**src/design/fws_pkg.sv**
```systemverilog
// Shared types, constants and state codes of the fewest-words segmenter.
`timescale 1ns / 1ps
`default_nettype none
package fws_pkg;

    localparam int MAX_LEN_DEF = 64;

    localparam int START_W = 6;
    localparam int LEN_W   = 7;
    localparam int TOK_W   = 32;
    localparam int CNT_W   = 7;

    localparam logic [CNT_W-1:0] COUNT_INF = 7'd127;

    localparam logic FUNC_EDGE   = 1'b0;
    localparam logic FUNC_FINISH = 1'b1;

    typedef struct packed {
        logic               func;
        logic [START_W-1:0] edge_start;
        logic [LEN_W-1:0]   edge_len;
        logic               found;
        logic [TOK_W-1:0]   word_token;
        logic [LEN_W-1:0]   sentence_len;
    } t_in_beat;

    typedef struct packed {
        logic [START_W-1:0] seg_start;
        logic [LEN_W-1:0]   seg_len;
        logic [TOK_W-1:0]   seg_token;
        logic               last;
    } t_out_beat;

    // One segment found by the back-pointer walk.
    typedef struct packed {
        logic [START_W-1:0] start;
        logic [LEN_W-1:0]   len;
        logic [TOK_W-1:0]   token;
    } t_seg;

    // Back-pointer entry of one position.
    typedef struct packed {
        logic [LEN_W-1:0] len;
        logic [TOK_W-1:0] token;
    } t_link;

    // Commands from the sequencer to the position store.
    typedef struct packed {
        logic edge_go;
        logic walk_rd;
        logic clear;
    } t_store_ctl;

    typedef enum logic [1:0] {
        S_IDLE,
        S_EDGE,
        S_WALK,
        S_EMIT
    } t_state;

endpackage
`default_nettype wire

```
**src/design/fws_store.sv**
```systemverilog
// Position store: word counts and back-pointers with read-modify-write edge update.
`timescale 1ns / 1ps
`default_nettype none
module fws_store #(
    parameter int MAX_LEN = fws_pkg::MAX_LEN_DEF,
    localparam int DEPTH  = MAX_LEN + 1,
    localparam int POS_W  = $clog2(DEPTH)
) (
    input  wire logic                 i_clk,
    input  wire logic                 i_rst_n,
    input  wire fws_pkg::t_store_ctl  i_ctl,
    input  wire fws_pkg::t_in_beat    i_beat,
    input  wire logic [POS_W-1:0]     i_walk_addr,
    output fws_pkg::t_link            o_link
);

    localparam int CNT_W = fws_pkg::CNT_W;
    localparam int LEN_W = fws_pkg::LEN_W;
    localparam int TOK_W = fws_pkg::TOK_W;

    logic [CNT_W-1:0]     r_cnt_mem [DEPTH];
    fws_pkg::t_link       r_lnk_mem [DEPTH];
    logic [DEPTH-1:0]     r_vld;

    // Edge decode in the accept cycle.
    logic [LEN_W:0]       n_end_sum;
    logic                 n_use;
    logic [POS_W-1:0]     n_start_a;
    logic [POS_W-1:0]     n_end_a;

    // Registered edge and read data for the update cycle.
    logic                 r_upd;
    logic                 r_use;
    logic [POS_W-1:0]     r_end;
    logic [LEN_W-1:0]     r_len;
    logic [TOK_W-1:0]     r_tok;
    logic                 r_s_zero;
    logic                 r_s_vld;
    logic                 r_e_vld;
    logic [CNT_W-1:0]     r_cs_raw;
    logic [CNT_W-1:0]     r_ce_raw;

    logic [CNT_W-1:0]     n_cs;
    logic [CNT_W-1:0]     n_ce;
    logic [CNT_W-1:0]     n_cnt;
    logic                 n_wr;

    fws_pkg::t_link       r_w_data;
    logic                 r_w_vld;

    assign n_end_sum = {1'b0, i_beat.edge_len} + (LEN_W+1)'(i_beat.edge_start);
    assign n_use     = (i_beat.edge_len != '0)
                    && (n_end_sum <= (LEN_W+1)'(MAX_LEN))
                    && (i_beat.found || (i_beat.edge_len == LEN_W'(1)));
    assign n_start_a = POS_W'(i_beat.edge_start);
    assign n_end_a   = n_end_sum[POS_W-1:0];

    // Position 0 always costs nothing; an unwritten position is unreached.
    assign n_cs  = r_s_zero ? '0 : (r_s_vld ? r_cs_raw : fws_pkg::COUNT_INF);
    assign n_ce  = r_e_vld ? r_ce_raw : fws_pkg::COUNT_INF;
    assign n_cnt = (n_cs == fws_pkg::COUNT_INF) ? fws_pkg::COUNT_INF : n_cs + CNT_W'(1);
    assign n_wr  = r_upd && r_use && (n_cnt < n_ce);

    always_ff @(posedge i_clk) begin
        if (i_ctl.edge_go) begin
            r_cs_raw <= r_cnt_mem[n_start_a];
            r_ce_raw <= r_cnt_mem[n_end_a];
            r_s_vld  <= r_vld[n_start_a];
            r_e_vld  <= r_vld[n_end_a];
            r_s_zero <= (i_beat.edge_start == '0);
            r_use    <= n_use;
            r_end    <= n_end_a;
            r_len    <= i_beat.edge_len;
            r_tok    <= i_beat.found ? i_beat.word_token : '0;
        end
        if (n_wr) begin
            r_cnt_mem[r_end] <= n_cnt;
            r_lnk_mem[r_end] <= '{len: r_len, token: r_tok};
        end
        if (i_ctl.walk_rd) begin
            r_w_data <= r_lnk_mem[i_walk_addr];
            r_w_vld  <= r_vld[i_walk_addr];
        end
    end

    always_ff @(posedge i_clk) begin
        if (!i_rst_n) begin
            r_upd <= 1'b0;
            r_vld <= '0;
        end else begin
            r_upd <= i_ctl.edge_go;
            if (i_ctl.clear) begin
                r_vld <= '0;
            end else if (n_wr) begin
                r_vld[r_end] <= 1'b1;
            end
        end
    end

    assign o_link = r_w_vld ? r_w_data : '0;

endmodule
`default_nettype wire

```
**config.mk**
```make
export PLATFORM = sky130hd
export DESIGN_NAME = fws_store
export DESIGN_NICKNAME = d
export VERILOG_FILES = /design/src/design/fws_pkg.sv /design/src/design/fws_store.sv
export SDC_FILE = /design/constraint.sdc
export NUM_CORES = 2
export LEC_CHECK = 0
export BUFFER_PORTS_ARGS = -buffer_cell sky130_fd_sc_hd__buf_2
export CAP_MARGIN = 10
export CORE_MARGIN = 1.5
export CORE_UTILIZATION = 60
export CTS_CLUSTER_SIZE = 30
export DETAILED_ROUTE_END_ITERATION = 16
export HOLD_SLACK_MARGIN = 0.1
export PLACE_DENSITY_LB_ADDON = 0.15
export SYNTH_ARGS = -nofsm -noshare
export SYNTH_HDL_FRONTEND = slang
export SYNTH_SLANG_ARGS = --single-unit
```
**constraint.sdc**
```tcl
create_clock -name i_clk -period 26.8 [get_ports i_clk]
set_clock_uncertainty 0.1 [all_clocks]
set_input_delay 0 -clock i_clk [delete_from_list [all_inputs] [get_ports i_clk]]
set_output_delay 0 -clock i_clk [all_outputs]
set_load 0.02 [all_outputs]
```
==> flow_results.org <==
** Status
- The flow ran to the end, and the final reports show no timing, DRC or antenna violations.

** Timing
- RSZ-0062 raised after global routing :: no
- Setup violations remaining at the end of the flow were counted as 0.
- The worst path uses 25.4% of the clock period.
- Summed over all failing endpoints, the final setup total negative slack is 0 ns.
- Relative max-transition margin :: 21.8%
- Counting I/O delays and the setup requirement, the final critical path takes 6.82 ns.
- Based on the critical path, the design can be clocked at up to 147 MHz.
- The count of final hold-check violations was 0.
- For the pin with the worst max-slew slack, the measured transition is 1.17 ns.
- Final slew viol count :: 0

** Global routing
- Global routing consumed, over all layers together, 32.6% of the routing resources.
- The number of global-route vias before repair is 64000.
- Largest net degree at the start of global routing :: 127
- The number of antenna violations at the first check in global routing came to 7.
- The first global-routing pass estimated 477000 µm of wire.
- Congestion Overflow GR :: 0

** Finish
- Fraction of layout instances using a drive strength above 1 :: 29.6%
- Syn-to-layout area delta :: 13.0%
- Layout Utilization :: 68.3%
- At the end of the flow, the number of nets in the layout was 6155.
- Most common cell after layout, fill and taps aside :: sky130_fd_sc_hd__edfxtp_1
- Fill cell total of the finished layout :: 12700
- Leaving out fill and tap cells, the most frequent cells in the layout are 3094 x sky130_fd_sc_hd__edfxtp_1, 978 x sky130_fd_sc_hd__mux4_2, 336 x sky130_fd_sc_hd__clkbuf_16.

** Synthesis
- Average instance area after synthesis :: 22.4 µm²
- The synthesized design contains 3160 register bits.
- Top cells by area in the synthesized netlist :: sky130_fd_sc_hd__edfxtp_1 74%, sky130_fd_sc_hd__mux4_2 18%, sky130_fd_sc_hd__mux2i_1 1.5%
- Mapped cell area :: 125000 µm²
- For this run, asynchronously set or reset flops after synthesis account for 0%.
- Portion of the post-synthesis area used by sequential elements :: 75.1%
- For this run, the number of Yosys warnings is 0.
- Area share of the leading cell type in the synthesized netlist :: 74.0%
- Largest area contributor in the synthesized netlist :: sky130_fd_sc_hd__edfxtp_1
- Synthesis produced 5604 cells.
- The number of nets in the synthesized netlist is 5684.
- After synthesis, the netlist uses 69 different library cells.
- Commonest register cell after synthesis :: sky130_fd_sc_hd__edfxtp_1
- Number of enable flip-flop cells after synthesis :: 3094

** Die
- Core region area :: 207000 µm²
- Standard-cell row count :: 167
- The die covers 212000 µm².
- The initial utilization of the core area, before any placement, comes to 60.5%.
- Die extent in x :: 460 µm
- For this design the top-level I/O count stands at 105.
- Die Height :: 460 µm

** Detailed routing
- After detailed routing, the number of vias per cell comes to 7.06.
- Highest metal layer used by the detailed router :: met5
- Dividing the detail-routed wire length by the instance count gives 37.4 µm.
- WL met1 :: 125000 µm
- Summed over all nets, wire length on met2 after detailed routing comes to 165000 µm.
- In the detailed route, the total length drawn on met3 is 36000 µm.
- For this run, design rule violations remaining after detail routing come to 0.
- The routed design has 341000 µm of wire.
- Via count :: 64200
- Once detail routing completed, the nets flagged for antenna violations numbered 0.
- Number of iterations in the first detailed-routing pass :: 8
- Iter 0 DRT Violations :: 8765

** Min path
- Class of the worst hold path :: primary input to register

** CTS
- Post-CTS timing repair inserted 0 buffers for setup.
- After clock tree synthesis, the clock-pin slew on the worst setup and hold paths is 0.06 ns.
- In this run the number of H-tree levels came out at 5.
- CTS tree :: built
- The clock passes through at most 4 buffers.
- Number of clock sinks :: 3160
- The cell sitting at the root of the clock tree is a sky130_fd_sc_hd__clkbuf_16.
- Number of clock buffers inserted by TritonCTS :: 329
- The later pin in the worst-skew pair is clocked with a latency of 0.96 ns.

** Critical path
- STA puts the critical path data required time at 27.25 ns.
- Type of element capturing the critical path :: register
- CP arrival :: 7.26 ns
- Worst Path Max Fanout :: 66
- Startpoint types :: register
- Critical setup path kind :: register to register

** Pwr
- Worst vdd rail ir drop :: 0.0736 mV
- In this run the power density over the cells is 74.1 nW/µm².
- Summed over all cells, the static leakage comes to 45.0 nW.

** Placed design
- Final RePlAce weighted congestion :: 0.846
- IO Port Bufs :: 96
- Detailed placement finished with a half-perimeter wire length of 177000 µm.

** Job
- Max-cap violations in this run came to 0.
flip-flops by register name, summed over array words and instances, names as in the netlist, 7 cells and up:
signal and cells:
r_lnk_mem 2535, r_tok 32, r_cs_raw 7, r_w_data 39
r_end 7, r_len 7, r_ce_raw 7, r_cnt_mem 455
r_vld 65
power breakdown:
group	total, mW	internal [mW]	switching [mW]
clock	4.30	2.48	1.82
combinational	0.691	0.258	0.433
sequential	5.51	5.50	0.0118
total	10.5	8.24	2.27
metrics by stage:
stage	setup slack [ns]	hold WS [ns]	power (mW)	area (µm²)	std cells
after floorplan	16.03	-0.00113	6.05	125000	5604
after global placement	20.17	0.120	6.27	130000	8396
after detailed placement	20.14	0.120	6.28	130000	8396
after CTS	20.08	0.127	10.5	142000	9098
after global routing	19.87	0.180	10.8	142000	9099
final	19.98	0.185	10.5	142000	9100
what timing repair did:
item / in CTS / in global routing
hold endpoints to repair: 265 / 0
hold buffers: 136 / 0
resized for setup: 0 / 0
Yosys cell counts (29+ instances only):
library cell,instances
sky130_fd_sc_hd__buf_1,38
sky130_fd_sc_hd__nand2_1,146
sky130_fd_sc_hd__mux2i_1,187
sky130_fd_sc_hd__edfxtp_1,3094
sky130_fd_sc_hd__mux4_2,978
sky130_fd_sc_hd__and2_1,91
sky130_fd_sc_hd__o221ai_1,29
sky130_fd_sc_hd__o22ai_1,41
sky130_fd_sc_hd__dfxtp_1,66
sky130_fd_sc_hd__nor4_1,51
sky130_fd_sc_hd__clkbuf_1,164
sky130_fd_sc_hd__nand3_1,34
sky130_fd_sc_hd__mux2_2,33
sky130_fd_sc_hd__nor2_1,60
sky130_fd_sc_hd__a21oi_1,83
sky130_fd_sc_hd__o21ai_0,67
sky130_fd_sc_hd__o21a_1,72
sky130_fd_sc_hd__buf_2,103
final cells by class:
type	instances	area (µm²)	share of cell area, %
Timing Repair Buffer	476	3790	2.68
Clock buffer	409	8740	6.17
Antenna cell	2	5.00	0.00353
Inverter	28	115	0.0812
Clock inverter	157	1220	0.862
Tap cell	2788	3490	2.46
Multi-Input combinational cell	2080	30200	21.3
Sequential cell	3160	94200	66.5
logic make-up (layout without fill, tap and decap cells):
kind of cell | Yosys count | after routing | share of synthesized area, %
compound gates | 420 | 420 | 2.28
xor+xnor | 6 | 6 | 0.0539
fa+ha+maj | 14 | 14 | 0.146
buf+inv | 364 | 1070 | 1.31
flops | 3160 | 3160 | 75.1
mux | 1198 | 1198 | 19.3
other cells | 0 | 2 | 0
simple gates | 442 | 442 | 1.77
routing by layer:
| metal | track usage (%) | vias up |
|---|---|---|
| li1 | - | 25000 |
| met1 | 44.9 | 34500 |
| met2 | 51.9 | 4027 |
| met3 | 6.98 | 758 |
| met4 | 12.2 | 4 |
| met5 | 0 | - |
worst max-delay path, stage by stage (launching register included):
cell	delay (ns)
sky130_fd_sc_hd__edfxtp_1	0.43
sky130_fd_sc_hd__inv_1	0.27
sky130_fd_sc_hd__o21a_1	0.22
sky130_fd_sc_hd__ha_1	0.33
sky130_fd_sc_hd__o2111ai_4	0.28
sky130_fd_sc_hd__nand2b_2	0.14
sky130_fd_sc_hd__buf_4	0.51
sky130_fd_sc_hd__ha_1	0.35
sky130_fd_sc_hd__nand2_1	0.06
sky130_fd_sc_hd__a31oi_1	0.05
sky130_fd_sc_hd__o21a_2	0.31
sky130_fd_sc_hd__buf_4	0.39
sky130_fd_sc_hd__or4b_1	0.99
sky130_fd_sc_hd__nor2_4	1.00
sky130_fd_sc_hd__buf_4	0.85
worst paths after layout:
| kind | startpoint | endpoint | slack (ns) | depth (start not counted) |
|---|---|---|---|---|
| worst max-delay path | r_s_zero | r_lnk_mem[0][38] | 19.98 | 14 |
| worst min-delay path | i_walk_addr[6] | r_w_data[7] | 0.19 | 4 |
| worst max register to register | r_s_zero | r_lnk_mem[0][38] | 19.98 | 14 |
| worst min register to register | r_vld[42] | r_vld[42] | 0.41 | 1 |
(Power assumes the default switching activity.)
